### src/rtl/ektt_pkg.sv
// Shared types and constants of the expiring keyed target table.
package ektt_pkg;

  localparam int SLOT_COUNT = 4;
  localparam int SLOT_W     = (SLOT_COUNT > 1) ? $clog2(SLOT_COUNT) : 1;

  localparam int ID_W   = 32;
  localparam int TICK_W = 32;
  localparam int POS_W  = 24;
  localparam int RAD_W  = 23;
  localparam int SQ_W   = 2 * POS_W + 1;
  localparam int RSQ_W  = 2 * RAD_W;
  localparam int DIST_W = SQ_W + 2;

  localparam int CFG_IDX_W  = 3;
  localparam int CFG_DATA_W = 32;

  typedef enum logic [CFG_IDX_W-1:0] {
    REG_DURATION = 3'd0,
    REG_CENTER_X = 3'd1,
    REG_CENTER_Y = 3'd2,
    REG_CENTER_Z = 3'd3,
    REG_RADIUS   = 3'd4,
    REG_RESTRICT = 3'd5
  } reg_idx_t;

  typedef enum logic [1:0] {
    OP_REPORT = 2'd0,
    OP_PURGE  = 2'd1,
    OP_CLEAR  = 2'd2
  } op_t;

  typedef struct packed {
    logic [1:0]              op;
    logic [TICK_W-1:0]       tick;
    logic [ID_W-1:0]         key;
    logic [ID_W-1:0]         reporter;
    logic signed [POS_W-1:0] x;
    logic signed [POS_W-1:0] y;
    logic signed [POS_W-1:0] z;
  } item_t;

  typedef struct packed {
    logic                    valid;
    logic [ID_W-1:0]         key;
    logic [ID_W-1:0]         reporter;
    logic signed [POS_W-1:0] x;
    logic signed [POS_W-1:0] y;
    logic signed [POS_W-1:0] z;
    logic [TICK_W-1:0]       seen;
    logic [TICK_W-1:0]       expire;
    logic                    in_area;
  } entry_t;

  typedef struct packed {
    logic              valid;
    logic [TICK_W-1:0] tick;
    logic              dropped;
  } stage_t;

  typedef struct packed {
    logic                    any_live;
    logic                    found;
    logic [ID_W-1:0]         player;
    logic [ID_W-1:0]         reporter;
    logic [TICK_W-1:0]       seen;
    logic signed [POS_W-1:0] x;
    logic signed [POS_W-1:0] y;
    logic signed [POS_W-1:0] z;
  } pick_t;

endpackage

### src/rtl/ektt_slots.sv
// Slot storage: report, purge and clear updates, and the following stage register.
module ektt_slots import ektt_pkg::*; (
  input  logic              clk,
  input  logic              rst,
  input  logic              advance,
  input  logic              in_valid,
  input  item_t             in_item,
  input  logic              in_area,
  input  logic [TICK_W-1:0] memory_duration,
  output entry_t            entries [SLOT_COUNT],
  output stage_t            stage
);

  logic [SLOT_COUNT-1:0] match;
  logic [SLOT_COUNT-1:0] free;
  logic [SLOT_W-1:0]     match_idx;
  logic [SLOT_W-1:0]     free_idx;
  logic [SLOT_W-1:0]     sel;
  logic                  is_report;
  logic                  dropped;
  entry_t                fresh;

  always_comb begin
    match_idx = '0;
    free_idx  = '0;
    for (int i = 0; i < SLOT_COUNT; i++) begin
      match[i] = entries[i].valid && (entries[i].key == in_item.key);
      free[i]  = !entries[i].valid;
    end
    for (int i = SLOT_COUNT - 1; i >= 0; i--) begin
      if (match[i]) match_idx = SLOT_W'(i);
      if (free[i])  free_idx  = SLOT_W'(i);
    end
  end

  assign sel       = (|match) ? match_idx : free_idx;
  assign is_report = (in_item.op == OP_REPORT);
  assign dropped   = is_report && !(|match) && !(|free);

  always_comb begin
    fresh.valid    = 1'b1;
    fresh.key      = in_item.key;
    fresh.reporter = in_item.reporter;
    fresh.x        = in_item.x;
    fresh.y        = in_item.y;
    fresh.z        = in_item.z;
    fresh.seen     = in_item.tick;
    fresh.expire   = in_item.tick + memory_duration;
    fresh.in_area  = in_area;
  end

  always_ff @(posedge clk) begin
    if (rst) begin
      for (int i = 0; i < SLOT_COUNT; i++) begin
        entries[i].valid <= 1'b0;
      end
      stage.valid <= 1'b0;
    end else if (advance) begin
      stage.valid   <= in_valid;
      stage.tick    <= in_item.tick;
      stage.dropped <= in_valid && dropped;
      if (in_valid) begin
        case (in_item.op)
          OP_REPORT: begin
            if (!dropped) begin
              entries[sel] <= fresh;
            end
          end
          OP_PURGE: begin
            for (int i = 0; i < SLOT_COUNT; i++) begin
              if (entries[i].valid && (in_item.tick > entries[i].expire)) begin
                entries[i].valid <= 1'b0;
              end
            end
          end
          OP_CLEAR: begin
            for (int i = 0; i < SLOT_COUNT; i++) begin
              entries[i].valid <= 1'b0;
            end
          end
          default: begin
          end
        endcase
      end
    end
  end

endmodule

### config.mk
export PLATFORM = sky130hd
export DESIGN_NAME = ektt_slots
export DESIGN_NICKNAME = d
export VERILOG_FILES = /design/src/rtl/ektt_pkg.sv /design/src/rtl/ektt_slots.sv
export SDC_FILE = /design/constraint.sdc
export NUM_CORES = 1
export LEC_CHECK = 0
export BUFFER_PORTS_ARGS = -buffer_cell sky130_fd_sc_hd__buf_4
export CAP_MARGIN = 20
export CORE_AREA = 2 2 408 410
export CTS_CLUSTER_SIZE = 12
export DETAILED_ROUTE_END_ITERATION = 6
export DIE_AREA = 0 0 410 412
export GPL_TIMING_DRIVEN = 0
export PLACE_DENSITY = 0.46
export REMOVE_ABC_BUFFERS = 1
export SYNTH_ARGS = -nofsm -noshare
export SYNTH_HDL_FRONTEND = slang
export SYNTH_SLANG_ARGS = --single-unit
### constraint.sdc
create_clock -name clk -period 18.07 [get_ports clk]
set_clock_uncertainty 0.1 [all_clocks]
set_input_delay 3.614 -clock clk [delete_from_list [all_inputs] [get_ports clk]]
set_output_delay 3.614 -clock clk [all_outputs]
set_load 0.05 [all_outputs]
; Word-level counts from Yosys, hierarchy flattened
; Cells that the tools add are included.
; W data, S select, Z words.
[op_classes]
n_reduce_logical = 28
muxes = 21
eq_ne = 11
magnitude_cmp = 6
addsub = 1
n_bitwise = 3
[ops]
columns = cell, n
row1 = $bwmux W808, 1
row2 = $mux W808, 1
row3 = $demux W202 S2, 1
row4 = $mux W202, 1
row5 = $eq A32 B32 Y1, 4
row6 = $gt A32 B32 Y1, 4
row7 = $add A32 B32 Y32, 1
row8 = $reduce_and A5 Y1, 5
row9 = $mux W2, 9
row10 = $logic_and A1 B1 Y1, 12
row11 = $pmux W1 S3, 4
row12 = $ne A2 B2 Y1 const B, 5
row13 = $reduce_or A4 Y1, 2
row14 = $logic_not A1 Y1, 6
row15 = $mux W1, 4
row16 = $ge A3 B3 Y1 const B, 1
row17 = $lt A3 B1 Y1 const B, 1
row18 = $not A2 Y3, 1
row19 = $reduce_bool A3 Y1, 1
row20 = $eq A2 B1 Y1 const B, 1
row21 = $eq A2 B2 Y1 const B, 1
row22 = $logic_not A2 Y1, 1
row23 = $not A1 Y1, 2
row24 = $reduce_and A2 Y1, 1
[totals]
word_cells = 109
reg_bits = 842

; Logic depth before layout (Yosys ltp)
; Gate-level depths: netlist of the first run.
[logic_depth]
ltp_word = 15
depth_mapped = 11
depth_no_buf = 11

; Worst setup path after synthesis of the first run
; No wires, ideal clock.
[synth_timing]
path_type = input to register
startpoint = input in_item[108] in the netlist's numbering
endpoint = register entries[0] in the netlist's numbering (enable)
path_buffers = 0
setup_ps = 765
setup_slack_ps = 3889
stages = 8
arrival_time_ps = 13316
cell_sequence = nor2b_1 > a2111o_1 > nor4_1 > and3_1 > nor2_1 > a21oi_1 > nand2_1 > nor2_1
[synth_via]
elab_chain_cells = 8
elab_cells_between_ends = 14
classes_between = eq/ne: 4 / bitwise: 1 / reduce/logical: 9
[synth_rtl]
columns = item, line
row1 = "start, declared", ektt_slots.sv:7  ; input item_t in_item,
row2 = $eq A32 B32 Y1, ektt_slots.sv:27  ; match[i] = entries[i].valid && (entries[i].key == in_item.key);
row3 = $logic_and A1 B1 Y1, ektt_slots.sv:27
row4 = $reduce_or A4 Y1 (*), ektt_slots.sv:38  ; assign dropped = is_report && !(|match) && !(|free);
row5 = $logic_not A1 Y1 (*), ektt_slots.sv:38
row6 = $logic_and A1 B1 Y1 (*) (2 in series), ektt_slots.sv:38
row7 = $not A1 Y1 (no source line) (*), n/a
row8 = $reduce_and A5 Y1 (no source line) (*), n/a
row9 = "end signal, assigned by index", ektt_slots.sv:66  ; entries[sel] <= fresh;
row10 = "end, declared", ektt_slots.sv:10  ; output entry_t entries [SLOT_COUNT],
; Every way passes the cells marked *; elsewhere a longest branch is shown, timed or not.
; A chain may end at the register's enable or synchronous reset.

==> results.tsv, run 1 <==
metric	value	unit
status	finished, final reports clean	
h-tree-depth	3	
maxCapViolCount	0	
dieWidth	410	um
min_path_type	flip-flop to flip-flop	
synthToLayoutAreaGrowth	46.16	%
port_buffers	1048	
vias	20340	
synth_edf_count	837	
post-synth-top-count-cell	edfxtp_1	
grt_pass1_wl	179100	um
first_pass_iters	7	
worstSetupPathType	input pin to flip-flop	
synthTopCellsByArea	edfxtp_1, ha_1, xnor2_1	
drive_gt1_frac	0.4103	
core_area	164200	um^2
final_antenna_net_count	0	
power.leakage	17.75	nW
grt_most_used_layer	met2	
rsz0062_at_grt	no	
wl_per_cell	26.42	um
gp_congestion	0.8182	
grtUsageMet2	0.2554	
die_h	412	um
grt_use_met3	0.05169	
netlist_area	31700	um^2
synthCells	1745	
drc	0	
grt_use_met1	0.1944	
pin_count	1049	
synth_flop_cell	edfxtp_1	
ys_types	56	
via_per_inst	3.909	
yosysSeqAreaShare	0.7960	
worst_pin_slew	1270	ps
fmax	126.6	MHz
synth_area_leader_cell	edfxtp_1	
clockBufferDepth	3	
yosys_register_bits	842	
crit_arrival	8210	ps
cp-end-kind	flip-flop	
power.density	96.13	nW/um^2
slew_headroom	0.1531	
hpwl	108900	um
ctsResizeCount	0	
whs	428.4	ps
fp.dieArea	168900	um^2
globalRouteTotalUtil	0.1554	
nets	3298	
period_minus_slack	7899	ps
finalSetupViolCount	0	
critPathMaxFanout	7	
cts_sinks	842	
clkTransAtPathRegs	60	ps
wirelength	137500	um
cts_tree	built	
power.total	4.454	mW
hold_viol_final	0	
cts_setup_buffers	0	
rows	149	
start_util	0.1930	
gr-total-overflow	0	
yosys_warnings	0	
avgSynthCellArea	18.17	um^2
cts_hold_buf	0	
cts_buffers	99	
async_flop_share	0	
grt_max_degree	28	
drt_iter0_markers	1283	
clk_latency	750	ps
startpoint_type	input pin	
period_share	0.4371	
synthTopCellsByCount	edfxtp_1, ha_1, inv_1	
vdd_drop_max	0.00007843	V
antenna_found_initial	24	
first_global_vias	20210	
cts_root_buf	clkbuf_16	
yosys.area.top_type_share	0.7928	
slew_violations	0	
critPathRequiredTime	18380	ps
[layer usage]
layer,wire [um],share of wire
met1,56930,0.41
met2,66410,0.48
met3,11220,0.082
met4,2945,0.021
met5,26,0.00019
[stage by stage]
| step | std cells | utilization | setup WS (ps) | cell area [um^2] | setup TNS (ps) |
|---|---|---|---|---|---|
| 6_report | 5205 | 0.2821 | 10170 | 46330 | 0 |
| 5_1_grt | 5202 | 0.2821 | 9918 | 46330 | 0 |
| 4_1_cts | 5199 | 0.2820 | 10120 | 46320 | 0 |
| 3_5_place_dp | 5016 | 0.2625 | 9310 | 43120 | 0 |
| 3_3_place_gp | 4977 | 0.2575 | -6050 | 42290 | -4613960 |
| 2_1_floorplan | 1740 | - | 3889 | 31680 | 0 |
[worst paths after layout]
path                     startpoint                endpoint  cells after the start  slack (ps)
max                    in_item[136]  entries[231]$_DFFE_PP_                     12       10170
min reg2reg  stage[33]$_SDFFE_PP0P_  stage[33]$_SDFFE_PP0P_                      2         430
max reg2reg  entries[174]$_DFFE_PP_   entries[71]$_DFFE_PP_                     13       13180
min          stage[33]$_SDFFE_PP0P_  stage[33]$_SDFFE_PP0P_                      2         430
[cell usage in the layout (no fill, tap or decap), types with 39 or more instances in the layout]
cell and n:
a21oi_1 64, nand2_1 40, edfxtp_1 837, nand4_1 47, xnor2_1 96, ha_1 162
buf_4 1048, clkbuf_16 99, nor2_1 39, xor2_1 52, inv_1 157
[flip-flops by register name, summed over array words and instances, names as in the netlist]
signal   cells
entries    808
stage       34
[where the power goes]
group          switching (mW)  leakage, nW  internal, mW  total [mW]
Combinational           0.199         8.63        0.0965       0.296
Clock                   0.863         1.54          1.12        1.98
Sequential            0.00415         7.58          2.18        2.18
[critical path: stages]
cell and delay, ps:
buf_4 160, ha_1 250, inv_1 70, fa_1 410, nand2b_1 160, a21oi_1 240, a21oi_1 280, o31ai_1 900
a221oi_1 400, o2111ai_1 700, a31oi_1 200, xnor2_1 770
[area by class of cell]
type,instances,area (um^2)
Sequential cell,842,25230
Fill cell,16610,117900
Multi-Input combinational cell,741,5897
Tap cell,2189,2739
Clock buffer,114,2534
Timing Repair Buffer,1087,8656
Clock inverter,69,670.6
Antenna cell,6,15.01
Inverter,157,589.3
[cells by family (layout without fill, tap and decap cells)]
logic type      after synthesis  count (layout)  synth area share
xor+xnor                    148             148           0.04089
compound gates              198             198           0.04034
flops                       842             842            0.7960
simple gates                232             232           0.03903
buf+inv                     162            1427           0.01918
fa+ha+maj                   163             163           0.06457
other cells                   0               6                 0
No activity file was read; power rests on OpenSTA's default activity.
==> inputs of run 2 (changes only) <==
--- a/config.mk
+++ b/config.mk
@@ -5,14 +5,15 @@
 export SDC_FILE = /design/constraint.sdc
 export NUM_CORES = 1
 export LEC_CHECK = 0
+export ABC_AREA = 1
 export BUFFER_PORTS_ARGS = -buffer_cell sky130_fd_sc_hd__buf_4
 export CAP_MARGIN = 20
-export CORE_AREA = 2 2 408 410
+export CORE_AREA = 2 2 414 416
 export CTS_CLUSTER_SIZE = 12
 export DETAILED_ROUTE_END_ITERATION = 6
-export DIE_AREA = 0 0 410 412
+export DIE_AREA = 0 0 416 418
 export GPL_TIMING_DRIVEN = 0
-export PLACE_DENSITY = 0.46
+export PLACE_DENSITY = 0.47
 export REMOVE_ABC_BUFFERS = 1
 export SYNTH_ARGS = -nofsm -noshare
 export SYNTH_HDL_FRONTEND = slang
==> constraint.sdc (replaced) <==
create_clock -name clk -period 7.2 [get_ports clk]
set_clock_uncertainty 0.1 [all_clocks]
set_input_delay 1.44 -clock clk [delete_from_list [all_inputs] [get_ports clk]]
set_output_delay 1.44 -clock clk [all_outputs]
set_load 0.05 [all_outputs]
==> run 2 against run 1 <==
  * Largest cell class unchanged
  * Largest power group unchanged
  * Critical path type unchanged
  * Wire length up 2.4%
  * Final cell count rose by 9.1%
  * Sequential power rose to 2.5 times the previous value
  * Cell area rose by 2.7%
  * Worst setup slack got worse by 9000 ps
  * Critical path depth increased by 5
  * Sequential share of layout area shrank 1.4 points
  * Non-clock buffer count increased by 31
  * Clock-buffer cell count grew 1
  * Combinational power rose to 2.7 times the previous value
==> results.tsv, run 2 <==
metric	value	unit	change
worst_pin_slew	1208	ps	-62.02 ps
critPathRequiredTime	7540	ps	-10840 ps
die_h	418	um	+1.5%
synth_edf_count	837		unchanged
utilization	0.2814		-0.0006770
slew_headroom	0.1883		+0.03515
power.leakage	19.19	nW	+8.1%
hpwl	114100	um	+4.8%
core_area	169100	um^2	+3.0%
vdd_drop_max	0.0001742	V	+120%
rr_startpoint	entries[806]$_DFFE_PP_		
synthCells	2160		+24%
cts_buffers	98		-1.0%
power.density	239.9	nW/um^2	+150%
clkTransAtPathRegs	60	ps	about the same
yosys_register_bits	842		unchanged
vias	22200		+9.1%
yosysSeqAreaShare	0.7735		-0.02247
cts_setup_buffers	0		unchanged
netlist_area	32620	um^2	+2.9%
whs	370.4	ps	-58.07 ps
ctsResizeCount	0		unchanged
num-fill-cells	17250		+3.8%
via_per_inst	3.909		about the same
cts_hold_buf	0		unchanged
dp.cells	5491		+9.5%
synthToLayoutAreaGrowth	45.87	%	
start_util	0.1929		about the same
hp-start	stage[33]$_SDFFE_PP0P_		
first_global_vias	21680		+7.3%
post-synth-top-count-cell	edfxtp_1		
period_share	0.8405		
gp_congestion	0.8673		+6.0%
final_antenna_net_count	0		unchanged
status	finished, final reports clean		
stdcell_count	5679		+9.1%
dieWidth	416	um	+1.5%
period_minus_slack	6052	ps	
critPathMaxFanout	11		+4
mostFrequentLayoutCells	buf_4, edfxtp_1, nand2_1, inv_1, ha_1		
gr-total-overflow	0		unchanged
hold_viol_final	0		unchanged
finalSetupViolCount	0		unchanged
rows	151		+1.3%
grt_max_degree	27		-3.6%
pin_count	1049		unchanged
fp.dieArea	173900	um^2	+2.9%
crit_arrival	6390	ps	-1820 ps
synthTopCellsByArea	edfxtp_1, ha_1, nand2_1		
avgSynthCellArea	15.10	um^2	-17%
yosys_warnings	0		unchanged
grt_pass1_wl	184700	um	+3.1%
worstSetupPathType	input pin to flip-flop		
cts_tree	built		
nets	3743		+13%
first_pass_iters	5		-2
cp-end-kind	flip-flop		
cts_sinks	842		unchanged
crit_start	in_item[135]		
yosys.area.top_type_share	0.7705		-0.02238
wirelength	140800	um	+2.4%
drt_iter0_markers	1681		+31%
finalInstanceArea	47590	um^2	+2.7%
async_flop_share	0		unchanged
startpoint_type	input pin		
rsz0062_at_grt	no		
slew_violations	0		unchanged
layout_setup_ws	1148	ps	-9023 ps
cts_root_buf	clkbuf_16		
synth_area_leader_cell	edfxtp_1		
h-tree-depth	3		unchanged
clockBufferDepth	3		unchanged
drc	0		unchanged
drive_gt1_frac	0.3828		-0.02751
min_path_type	flip-flop to flip-flop		
port_buffers	1048		unchanged
synth_flop_cell	edfxtp_1		
dpl_cell_area	44250	um^2	+2.6%
wl_per_cell	24.80	um	-6.1%
reg.largest.list	entries (808), stage (34)		
mostFrequentLayoutCell	buf_4		
synthTopCellsByCount	edfxtp_1, nand2_1, inv_1		
regToRegSetupSlack	1620	ps	-11560 ps
largest_register_ffs	808		unchanged
ys_types	44		-21%
maxCapViolCount	0		unchanged
top_register	entries		
fmax	165.2	MHz	
clk_latency	740	ps	about the same
globalRouteTotalUtil	0.1558		+0.0004093
antenna_found_initial	27		+13%
dp_slack	596.5	ps	-8713 ps
-- run 2: metrics by stage --
step	TNS (ps)	total power, mW
after floorplan	-6520620	5.938
after global placement	-	6.374
after detailed placement	0	6.372
after CTS	0	11.58
after global routing	0	11.81
final	0	11.42
-- run 2: area by class of cell --
cell class | count | area [um^2] | share of cell area
well taps | 2218 | 2775 | 0.05832
inverters | 276 | 1036 | 0.02177
clock inverters | 63 | 773.2 | 0.01625
flip-flops and latches | 842 | 25230 | 0.5303
multi-input cells | 1037 | 6354 | 0.1335
clock buffers | 115 | 2537 | 0.05332
repair buffers | 1118 | 8853 | 0.1860
diodes | 10 | 25.02 | 0.0005258
-- run 2: metal layers --
metal	up-vias	global-route usage	wire length (um)
met2	835	0.2690	71390
met1	11030	0.1864	56240
met3	177	0.03963	9037
met4	20	0.05720	4038
met5	-	0	127
li1	10150	-	-
-- run 2: worst paths after layout --
check | endpoint | cells past startpoint
setup / recovery | entries[700]$_DFFE_PP_ | 17
hold / removal | stage[33]$_SDFFE_PP0P_ | 2
setup reg to reg | entries[700]$_DFFE_PP_ | 16
hold reg to reg | stage[33]$_SDFFE_PP0P_ | 2
-- run 2: where the power goes --
part | internal (mW) | leakage [nW] | switching, mW | total [mW]
combinational | 0.233 | 10.0 | 0.554 | 0.787
clock | 3.01 | 1.60 | 2.15 | 5.16
sequential | 5.46 | 7.58 | 0.0123 | 5.48
-- run 2: cell families after synthesis --
group / count (synthesis) / share of synthesized area
AOI/OAI and AO/OA: 204 / 0.03460
adders and majority gates: 163 / 0.06275
and+or+nand+nor: 598 / 0.07709
buffers and inverters: 281 / 0.03272
DFF: 842 / 0.7735
xor gates and xnor gates: 72 / 0.01933
-- run 2: worst max-delay path, stage by stage --
cell and delay [ps]:
buf_4 190, xor2_1 170, nor3_1 980, nand3_1 350, nor2_2 320, nor2_4 100, nand3_2 140, nand4_1 320
nor3_2 770, buf_6 260, buf_6 180, buf_4 230, buf_6 200, buf_6 170, buf_6 180, buf_6 170
buf_6 150
