## src/rtl/ektt_pkg.sv

```systemverilog
// Shared types and constants of the expiring keyed target table.
package ektt_pkg;

  localparam int SLOT_COUNT = 4;
  localparam int SLOT_W     = (SLOT_COUNT > 1) ? $clog2(SLOT_COUNT) : 1;

  localparam int ID_W   = 32;
  localparam int TICK_W = 32;
  localparam int POS_W  = 24;
  localparam int RAD_W  = 23;
  localparam int SQ_W   = 2 * POS_W + 1;
  localparam int RSQ_W  = 2 * RAD_W;
  localparam int DIST_W = SQ_W + 2;

  localparam int CFG_IDX_W  = 3;
  localparam int CFG_DATA_W = 32;

  typedef enum logic [CFG_IDX_W-1:0] {
    REG_DURATION = 3'd0,
    REG_CENTER_X = 3'd1,
    REG_CENTER_Y = 3'd2,
    REG_CENTER_Z = 3'd3,
    REG_RADIUS   = 3'd4,
    REG_RESTRICT = 3'd5
  } reg_idx_t;

  typedef enum logic [1:0] {
    OP_REPORT = 2'd0,
    OP_PURGE  = 2'd1,
    OP_CLEAR  = 2'd2
  } op_t;

  typedef struct packed {
    logic [1:0]              op;
    logic [TICK_W-1:0]       tick;
    logic [ID_W-1:0]         key;
    logic [ID_W-1:0]         reporter;
    logic signed [POS_W-1:0] x;
    logic signed [POS_W-1:0] y;
    logic signed [POS_W-1:0] z;
  } item_t;

  typedef struct packed {
    logic                    valid;
    logic [ID_W-1:0]         key;
    logic [ID_W-1:0]         reporter;
    logic signed [POS_W-1:0] x;
    logic signed [POS_W-1:0] y;
    logic signed [POS_W-1:0] z;
    logic [TICK_W-1:0]       seen;
    logic [TICK_W-1:0]       expire;
    logic                    in_area;
  } entry_t;

  typedef struct packed {
    logic              valid;
    logic [TICK_W-1:0] tick;
    logic              dropped;
  } stage_t;

  typedef struct packed {
    logic                    any_live;
    logic                    found;
    logic [ID_W-1:0]         player;
    logic [ID_W-1:0]         reporter;
    logic [TICK_W-1:0]       seen;
    logic signed [POS_W-1:0] x;
    logic signed [POS_W-1:0] y;
    logic signed [POS_W-1:0] z;
  } pick_t;

endpackage

```

## src/rtl/ektt_pick.sv

```systemverilog
// Liveness test and latest-sighting selection over all slots.
module ektt_pick import ektt_pkg::*; (
  input  entry_t            entries [SLOT_COUNT],
  input  logic [TICK_W-1:0] tick,
  input  logic              area_restrict,
  output pick_t             result
);

  logic [SLOT_COUNT-1:0] live;
  logic [SLOT_COUNT-1:0] cand;
  logic [SLOT_COUNT-1:0] is_best;

  always_comb begin
    for (int i = 0; i < SLOT_COUNT; i++) begin
      live[i] = entries[i].valid && !(tick > entries[i].expire);
      cand[i] = live[i] && (!area_restrict || entries[i].in_area);
    end
  end

  // ties go to the lower slot
  always_comb begin
    for (int i = 0; i < SLOT_COUNT; i++) begin
      is_best[i] = cand[i];
      for (int j = 0; j < SLOT_COUNT; j++) begin
        if (j < i) begin
          if (cand[j] && !(entries[i].seen > entries[j].seen)) is_best[i] = 1'b0;
        end else if (j > i) begin
          if (cand[j] && (entries[i].seen < entries[j].seen)) is_best[i] = 1'b0;
        end
      end
    end
  end

  always_comb begin
    result          = '0;
    result.any_live = |live;
    result.found    = |cand;
    for (int i = 0; i < SLOT_COUNT; i++) begin
      if (is_best[i]) begin
        result.player   = result.player   | entries[i].key;
        result.reporter = result.reporter | entries[i].reporter;
        result.seen     = result.seen     | entries[i].seen;
        result.x        = result.x        | entries[i].x;
        result.y        = result.y        | entries[i].y;
        result.z        = result.z        | entries[i].z;
      end
    end
  end

endmodule

```

## config.mk

```make
export PLATFORM = sky130hd
export DESIGN_NAME = ektt_pick
export DESIGN_NICKNAME = d
export VERILOG_FILES = /design/src/rtl/ektt_pkg.sv /design/src/rtl/ektt_pick.sv
export SDC_FILE = /design/constraint.sdc
export NUM_CORES = 1
export LEC_CHECK = 0
export BUFFER_PORTS_ARGS = -buffer_cell sky130_fd_sc_hd__buf_2
export CELL_PAD_IN_SITES_DETAIL_PLACEMENT = 2
export CELL_PAD_IN_SITES_GLOBAL_PLACEMENT = 2
export CORE_AREA = 2 2 397 399
export DETAILED_ROUTE_END_ITERATION = 10
export DIE_AREA = 0 0 399 401
export PLACE_DENSITY_LB_ADDON = 0.1
export SLEW_MARGIN = 20
export SYNTH_ARGS = -nofsm -noshare
export SYNTH_HDL_FRONTEND = slang
export SYNTH_SLANG_ARGS = --single-unit
```

## constraint.sdc

```tcl
create_clock -name vclk -period 4.65
set_input_delay 0.2325 -clock vclk [all_inputs]
set_output_delay 0.2325 -clock vclk [all_outputs]
set_load 0.02 [all_outputs]
```

## Yosys cells after proc, flatten, opt, wreduce, memory -nomap -nowiden

Index checks and enable logic that the tools add are counted.

- $add $sub $neg: 0
- Multipliers: 0
- Div/mod/pow operators: 0
- $lt $le $gt $ge: 16
- Equal/unequal tests: 0
- Shifts and indexed selects: 0
- Muxes and demuxes: 16
- Bitwise gates (word level): 18
- Reductions and logical operators: 37

Operators with widths:

| kind | count |
|---|---|
| $mux W168 | 4 |
| $gt A32 B32 Y1 | 10 |
| $or A32 B32 Y32 | 9 |
| $or A24 B24 Y24 | 9 |
| $lt A32 B32 Y1 | 6 |
| $logic_and A1 B1 Y1 | 20 |
| $mux W1 | 12 |
| $logic_not A1 Y1 | 11 |
| $reduce_or A4 Y1 | 2 |
| $logic_or A1 B1 Y1 | 4 |

- Flip-flop bits (word level): 0
- Bits in latches: 0
- Bits in writable memories: 0
- Bits in read-only memories: 0
- Input port bits: 841
- Output and inout port bits: 170
- Word-level logic and storage cells: 87
- Memories: 0

## Depth between registers and ports, before layout

Gate-level depths: netlist (run 1).

- Depth in word-level cells: 15
- Mapped depth: 14
- Mapped depth without buffers: 11

## Worst setup path after synthesis (run 1)

No wires, ideal clock.

- Kind: input port to output port
- Start point: input port entries[458] (netlist name)
- End point: output port result[10] (netlist name)
- Data arrival time: 3.129 ns
- Required time: 4.418 ns
- Path slack: 1.289 ns
- Stages on the path: 13
- Buffers on the path: 2
- Path through: inv_1 -> ha_1 -> a21o_1 -> nand3_1 -> a21oi_1 -> or4_1 -> or4_1 -> nand3_1 -> o21ai_1 -> or3b_1 -> buf_2 -> clkbuf_1 -> o211ai_1

RTL lines:

| item | RTL line | source |
|---|---|---|
| start: declaration | ektt_pick.sv:3 | `input entry_t entries [SLOT_COUNT],` |
| end: declaration | ektt_pick.sv:6 | `output pick_t result` |

==> flow_metrics.env, run 1 <==
export IMPL_dr_first_iter_drc_count=815
export IMPL_cts_hold_repair_buffers=0
export IMPL_clock_buffers=0
export IMPL_outcome="completed"
export IMPL_tightest_slew_ns=0.724
export IMPL_multi_input_area_um2=10900
export IMPL_first_pass_iters=5
export IMPL_ys_types=56
export IMPL_drive_gt1_share_pct=44.5
export IMPL_avgViaCountPerCell=3.81
export IMPL_setup_viol=0
export IMPL_ant_nets=0
export IMPL_met1_usage_pct=20.8
export IMPL_hp_class="in2out"
export IMPL_grt_busiest_layer="met2"
export IMPL_use_met3_pct=3.08
export IMPL_fill_cells=18648
export IMPL_dp_hpwl_mm=131
export IMPL_dp_cells=4891
export IMPL_cp_required_ns=4.42
export IMPL_drv_cap=0
export IMPL_grt_max_degree=36
export IMPL_syn2layout_area_growth_pct=69.0
export IMPL_drv_slew=0
export IMPL_tns_ns=0
export IMPL_routedWlPerCell_um=28.8
export IMPL_final_seq_area_um2=0
export IMPL_arrival_ns=4.19
export IMPL_antenna_found_initial=118
export IMPL_peakVddDrop_uv=27.6
export IMPL_final_cell_mix="buf_2 (993), inv_1 (363), ha_1 (320)"
export IMPL_start_util_pct=8.12
export IMPL_fin_cells=4910
export IMPL_routed_wl_mm=141
export IMPL_whs_ns=0.807
export IMPL_post_dp_cell_area_um2=21200
export IMPL_grt_usage_pct=16.8
export IMPL_grt_overflow_total=0
export IMPL_fp_dieW_um=399
export IMPL_netlist_area_um2=12600
export IMPL_synth_net_count=2947
export IMPL_cp_end_kind="output port"
export IMPL_grt_setup_unrepaired="false"
export IMPL_grt_pass1_wl_mm=187
export IMPL_ys_seq_area_share_pct=0
export IMPL_globalRouteMet2Util_pct=31.1
export IMPL_yosys_warnings=0
export IMPL_fin_ws_ns=0.223
export IMPL_vias=18703
export IMPL_layout_min_cycle_time_ns=4.43
export IMPL_synth_area_leaders="ha_1 (32%), o211ai_2 (12%), inv_1 (11%)"
export IMPL_synth_area_per_cell_um2=7.08
export IMPL_fin_nets=3997
export IMPL_grt_pass1_vias=20455
export IMPL_final_period_utilization_pct=95.2
export IMPL_critPathMaxFanout=17
export IMPL_p_per_area_nw_per_um2=151
export IMPL_postLayoutCellArea_um2=21400
export IMPL_place_congestion=0.968
export IMPL_leakagePower_nw=11.6
export IMPL_dp_slack_ns=-0.294
export IMPL_netlist_instances=1786
export IMPL_hold_viol=0
export IMPL_final_util_pct=13.7
export IMPL_fmax_mhz=226
export IMPL_drc=0
export IMPL_netlist_area_leader_share_pct=31.7
export IMPL_nFlopsAndLatches=0
export IMPL_finalPower_mw=3.22
export IMPL_io_buffers=1011
export IMPL_die_h_um=401
export IMPL_yosysTopAreaCell="ha_1"
export IMPL_relSlewSlack_pct=51.3
export IMPL_die_area_um2=160000
export IMPL_rows=145
export IMPL_io_pins=1011
export IMPL_core_area_um2=156000
export IMPL_mostFrequentLayoutCell="buf_2"
export IMPL_startpoint_type="input pin"
export IMPL_critical_path_class="in2out"
cell type report:
type               count  area share (%)
well taps           2058            12.1
repair buffers      1122            30.2
inverters            364            6.40
multi-input cells   1348            51.2
diodes                18           0.211
what timing repair did:
action,CTS,global route
endpoints found under the setup margin,70,20
endpoints found under the hold margin,0,0
pin swaps,1,4
resized for setup,6,6
buffers inserted,0,1
gates cloned,0,0
power breakdown:
part | leakage, nW | internal, mW | total (mW) | switching [mW]
clock network | 0.000113 | 0.000000401 | 0.000000401 | 0
registers | 0 | 0 | 0 | 0
logic | 11.6 | 1.22 | 3.22 | 2.01
logic make-up (layout without fill, tap and decap cells):
kind of cell    Yosys count  after routing  share of synthesized area, %
other cells               0             18                             0
fa+ha+maj               320            320                          31.7
buf+inv                 438           1486                          14.1
compound gates          614            614                          38.8
simple gates            414            414                          15.4
Yosys cell counts, drive strengths merged (14+ instances only):
cell type / instances
nor3: 16
nand2: 225
a21oi: 115
inv: 364
nor2: 28
nor2b: 15
o211ai: 180
a21o: 38
nand3: 22
a22oi: 169
buf: 40
o21ai: 47
nor4: 14
nand4: 63
ha: 320
clkbuf: 34
critical path, cell delays in order:
cell and delay (ns):
buf_2 0.15, ha_1 0.32, nand4_1 0.32, nor4_4 0.46
buf_4 0.20, nand3_1 0.07, o21ai_0 0.21, o311a_1 0.29
buf_4 0.20, or3b_4 0.44, buf_12 0.18, buf_12 0.18
o211ai_1 0.44, buf_4 0.23, buf_2 0.19
per-layer routing:
| layer | up-vias | part of all wire, % | wire length [um] |
|---|---|---|---|
| li1 | 8649 | - | - |
| met1 | 9042 | 43 | 60300 |
| met2 | 724 | 50 | 71000 |
| met3 | 218 | 5.6 | 7960 |
| met4 | 70 | 1.1 | 1520 |
| met5 | - | 0.33 | 461 |
worst paths after layout:
check                     from     endpoint  slack, ns  cells past startpoint
setup / recovery       tick[5]    result[5]       0.22                     15
hold / removal    entries[171]  result[138]       0.81                      4
Power figures use the tool's default switching activity.
==> run 2, diff against run 1 <==
--- a/config.mk
+++ b/config.mk
@@ -8,9 +8,9 @@
 export BUFFER_PORTS_ARGS = -buffer_cell sky130_fd_sc_hd__buf_2
 export CELL_PAD_IN_SITES_DETAIL_PLACEMENT = 2
 export CELL_PAD_IN_SITES_GLOBAL_PLACEMENT = 2
-export CORE_AREA = 2 2 397 399
+export CORE_AREA = 2 2 393 395
 export DETAILED_ROUTE_END_ITERATION = 10
-export DIE_AREA = 0 0 399 401
+export DIE_AREA = 0 0 395 397
 export PLACE_DENSITY_LB_ADDON = 0.1
 export SLEW_MARGIN = 20
 export SYNTH_ARGS = -nofsm -noshare
==> constraint.sdc (replaced) <==
create_clock -name vclk -period 4
set_input_delay 0.2 -clock vclk [all_inputs]
set_output_delay 0.2 -clock vclk [all_outputs]
set_load 0.02 [all_outputs]
==> run 2 against run 1 <==
Compared with the run above: combinational power increased by 34%; sequential share of layout area unchanged; routed wire length increased by 1.9%; sequential cell count unchanged; critical endpoint is now result[162]; first-iteration DRC count decreased by 14%.
==> flow_metrics.env, run 2 (synthesis gave the netlist of run 1 again) <==
export IMPL_tns_ns=0
export IMPL_vias=19424
export IMPL_arrival_ns=3.75
export IMPL_io_pins=1011
export IMPL_sw_frac_of_total_pct=57.5
export IMPL_tightest_slew_ns=0.563
export IMPL_slowest_stage="or4_4"
export IMPL_rows=144
export IMPL_fin_cells=5066
export IMPL_final_util_pct=16.0
export IMPL_clock_buffers=0
export IMPL_fp_dieW_um=395
export IMPL_cpMostUsedCell="buf_12"
export IMPL_grt_pass1_wl_mm=189
export IMPL_startpoint_type="input pin"
export IMPL_grt_pass1_vias=21520
export IMPL_outcome="completed"
export IMPL_first_pass_iters=7
export IMPL_power_frac_clock_pct=0
export IMPL_power_share_combinational_pct=100.0
export IMPL_avgViaCountPerCell=3.83
export IMPL_antenna_found_initial=109
export IMPL_drv_cap=0
export IMPL_min_path_cells=4
export IMPL_layout_min_cycle_time_ns=3.95
export IMPL_p_per_area_nw_per_um2=177
export IMPL_core_area_um2=153000
export IMPL_whs_ns=0.715
export IMPL_routed_wl_mm=144
export IMPL_dp_hpwl_mm=130
export IMPL_fin_ws_ns=0.0453
export IMPL_hp_class="in2out"
export IMPL_routedWlPerCell_um=28.4
export IMPL_drt_met1_wl_mm=61.6
export IMPL_dr_first_iter_drc_count=701
export IMPL_grt_setup_unrepaired="true"
export IMPL_final_seq_area_um2=0
export IMPL_p_sw_mw=2.49
export IMPL_post_dp_cell_area_um2=22100
export IMPL_critPathMaxFanout=9
export IMPL_dp_slack_ns=-0.819
export IMPL_drv_slew=0
export IMPL_drive_gt1_share_pct=51.3
export IMPL_wl_met3_mm=7.06
export IMPL_grt_usage_pct=17.1
export IMPL_top_layer="met5"
export IMPL_leakagePower_nw=12.8
export IMPL_io_buffers=1011
export IMPL_die_area_um2=157000
export IMPL_p_seq_share_pct=0
export IMPL_final_cell_mix="buf_2 (895), inv_1 (360), ha_1 (298)"
export IMPL_cp_required_ns=3.80
export IMPL_die_h_um=397
export IMPL_drc=0
export IMPL_dp_cells=4999
export IMPL_critical_path_class="in2out"
export IMPL_grt_overflow_total=0
export IMPL_fin_nets=4179
export IMPL_fill_cells=18092
export IMPL_setup_viol=0
export IMPL_peakVddDrop_uv=37.8
export IMPL_place_congestion=1.01
export IMPL_hold_viol=0
export IMPL_cpPeakStageDelay_ns=0.57
export IMPL_start_util_pct=8.26
export IMPL_multi_input_area_um2=11900
export IMPL_grt_max_degree=35
export IMPL_syn2layout_area_growth_pct=93.6
export IMPL_nFlopsAndLatches=0
export IMPL_power_internal_mw=1.84
export IMPL_cts_hold_repair_buffers=0
export IMPL_final_period_utilization_pct=98.9
export IMPL_mostFrequentLayoutCell="buf_2"
export IMPL_fmax_mhz=253
export IMPL_ant_nets=0
export IMPL_path_cells="buf_2 > buf_4 > ha_1 > a21oi_1 > nor2_1 > a211oi_2 > o21ai_0 > or4_4 > nand3_1 > o21ai_1 > or3b_4 > buf_12 > buf_16 > buf_12 > o211ai_4 > buf_6"
export IMPL_route_met2_wl_mm=72.3
export IMPL_postLayoutCellArea_um2=24500
export IMPL_relSlewSlack_pct=62.5
export IMPL_cp_end_kind="output port"
export IMPL_finalPower_mw=4.33
==> run 2: worst max-delay path, delay by kind of cell <==
family                     cells  cell delay (ns)
and+or+nand+nor                4             1.23
AOI/OAI and AO/OA              5             1.03
buffers and inverters          6             0.94
adders and majority gates      1             0.31
==> run 2: metal layers <==
metal  vias to the layer above  global-route usage (%)
met5                         -                       0
met3                       222                    3.31
met2                       689                    31.4
met1                      9432                    21.1
met4                        68                    1.66
li1                       9013                       -
==> run 2: cell type report <==
class	instances	area share [%]
Multi-Input combinational cell	1348	48.5
Inverter	364	5.58
Tap cell	2044	10.5
Timing Repair Buffer	1304	35.4
Antenna cell	6	0.0614
==> run 2: timing repair <==
action	4_1_cts	5_1_grt
setup buffers	22	37
pin swaps	26	59
resized for setup	121	261
setup endpoints to repair	168	168
cloned	3	6
==> run 2: final timing paths <==
check | from | to | slack (ns)
setup / recovery | entries[38] | result[162] | 0.05
hold / removal | entries[158] | result[125] | 0.71
==> run 2: power by group through the flow <==
stage                     Combinational (mW)  Sequential [mW]     Clock, mW
after floorplan                         1.69                0             0
after global placement                  3.83                0             0
after detailed placement                3.88                0             0
after CTS                               4.10                0             0
after global routing                    4.68                0  0.0000000681
final                                   4.33                0   0.000000203
==> run 3, diff against run 2 <==
--- a/config.mk
+++ b/config.mk
@@ -11,7 +11,7 @@
 export CORE_AREA = 2 2 393 395
 export DETAILED_ROUTE_END_ITERATION = 10
 export DIE_AREA = 0 0 395 397
-export PLACE_DENSITY_LB_ADDON = 0.1
+export PLACE_DENSITY = 0.43
 export SLEW_MARGIN = 20
 export SYNTH_ARGS = -nofsm -noshare
 export SYNTH_HDL_FRONTEND = slang
==> run 3 against run 2 <==
Compared with the run above: global-route usage increased by 1.5 points; hold slack improved by 0.029 ns; via count is 1.2% higher; non-clock buffer count grew 17; setup slack got worse by 0.016 ns; cell area grew 2.4%; critical path depth stayed put; total power grew 9.2%; sequential share of layout area is the same; maximum frequency shrank 0.40%; sequential cell count did not move; utilization is 0.38 points higher; largest cell class unchanged; largest power group unchanged.
==> flow_metrics.env, run 3 (synthesis gave the netlist of run 1 again) <==
export IMPL_p_seq_share_pct=0
export IMPL_fin_nets=4196
export IMPL_syn2layout_area_growth_pct=98.2
export IMPL_grt_pass1_wl_mm=196
export IMPL_drive_gt1_share_pct=51.9
export IMPL_mostFrequentLayoutCell="buf_2"
export IMPL_dp_slack_ns=-0.506
export IMPL_relSlewSlack_pct=59.4
export IMPL_io_pins=1011
export IMPL_core_area_um2=153000
export IMPL_fin_ws_ns=0.0292
export IMPL_first_pass_iters=5
export IMPL_cts_hold_repair_buffers=0
export IMPL_grt_usage_pct=18.6
export IMPL_cp_end_kind="output port"
export IMPL_cp_required_ns=3.80
export IMPL_finalPower_mw=4.72
export IMPL_post_dp_cell_area_um2=22800
export IMPL_tns_ns=0
export IMPL_whs_ns=0.744
export IMPL_drv_slew=0
export IMPL_grt_max_degree=38
export IMPL_antenna_found_initial=144
export IMPL_final_period_utilization_pct=99.3
export IMPL_p_per_area_nw_per_um2=189
export IMPL_critical_path_class="in2out"
export IMPL_final_util_pct=16.4
export IMPL_grt_pass1_vias=20746
export IMPL_avgViaCountPerCell=3.84
export IMPL_leakagePower_nw=13.0
export IMPL_dp_hpwl_mm=141
export IMPL_routed_wl_mm=155
export IMPL_setup_viol=0
export IMPL_drv_cap=0
export IMPL_hp_class="in2out"
export IMPL_startpoint_type="input pin"
export IMPL_tightest_slew_ns=0.606
export IMPL_drc=0
export IMPL_p_sw_mw=2.76
export IMPL_vias=19650
export IMPL_routedWlPerCell_um=30.3
export IMPL_fill_cells=18120
export IMPL_start_util_pct=8.26
export IMPL_hold_viol=0
export IMPL_fin_cells=5113
export IMPL_sw_frac_of_total_pct=58.5
export IMPL_fmax_mhz=252
export IMPL_layout_min_cycle_time_ns=3.97
export IMPL_final_cell_mix="buf_2 (905), inv_1 (363), ha_1 (288)"
export IMPL_grt_overflow_total=0
export IMPL_io_buffers=1011
export IMPL_fp_dieW_um=395
export IMPL_grt_setup_unrepaired="true"
export IMPL_postLayoutCellArea_um2=25000
export IMPL_power_internal_mw=1.96
export IMPL_die_h_um=397
export IMPL_ant_nets=0
export IMPL_critPathMaxFanout=17
export IMPL_multi_input_area_um2=11900
export IMPL_outcome="completed"
export IMPL_arrival_ns=3.77
export IMPL_place_congestion=0.917
export IMPL_final_seq_area_um2=0
export IMPL_clock_buffers=0
export IMPL_dp_cells=5019
export IMPL_power_share_combinational_pct=100.0
export IMPL_rows=144
export IMPL_nFlopsAndLatches=0
export IMPL_die_area_um2=157000
export IMPL_dr_first_iter_drc_count=869
export IMPL_peakVddDrop_uv=56.9
export IMPL_power_frac_clock_pct=0
## run 3: area by class of cell
| class | instances | share of cell area (%) |
|---|---|---|
| Antenna cell | 36 | 0.360 |
| Multi-Input combinational cell | 1348 | 47.6 |
| Timing Repair Buffer | 1321 | 36.4 |
| Inverter | 364 | 5.46 |
| Tap cell | 2044 | 10.2 |
## run 3: worst paths after layout
check | cells after the start | end | startpoint | slack (ns)
max | 16 | result[3] | entries[64] | 0.03
min | 4 | result[104] | entries[137] | 0.74
## run 3: power groups by stage
| stage | sequential [mW] | clock (mW) | combinational, mW |
|---|---|---|---|
| finish | 0 | 0.00000125 | 4.72 |
| global route | 0 | 0.000000815 | 5.07 |
| floorplan | 0 | 0 | 1.69 |
| global placement | 0 | 0 | 4.35 |
| CTS | 0 | 0 | 4.67 |
| detailed placement | 0 | 0 | 4.37 |
## run 3: worst max-delay path: stages
cell and delay (ns):
buf_2 0.13, buf_4 0.15, ha_1 0.31, a21o_1 0.27, a211o_1 0.34, nor4_4 0.34, o22a_1 0.21, nor3_2 0.04
buf_4 0.14, a2111oi_4 0.46, buf_12 0.21, buf_12 0.11, buf_12 0.14, a22oi_1 0.10, o211ai_1 0.29, buf_2 0.29
## run 3: per-layer routing
| layer | track usage (%) | wire length [um] | up-vias |
|---|---|---|---|
| met5 | 0 | 595 | - |
| met4 | 3.46 | 2920 | 96 |
| met3 | 7.57 | 14200 | 242 |
| met2 | 31.7 | 74500 | 783 |
| met1 | 21.9 | 62500 | 9436 |
| li1 | - | - | 9093 |
## run 3: timing repair
action	4_1_cts	5_1_grt
cloned	7	2
endpoints found under the setup margin	168	165
pin swaps	38	72
gates resized for setup	138	171
setup buffers	33	26
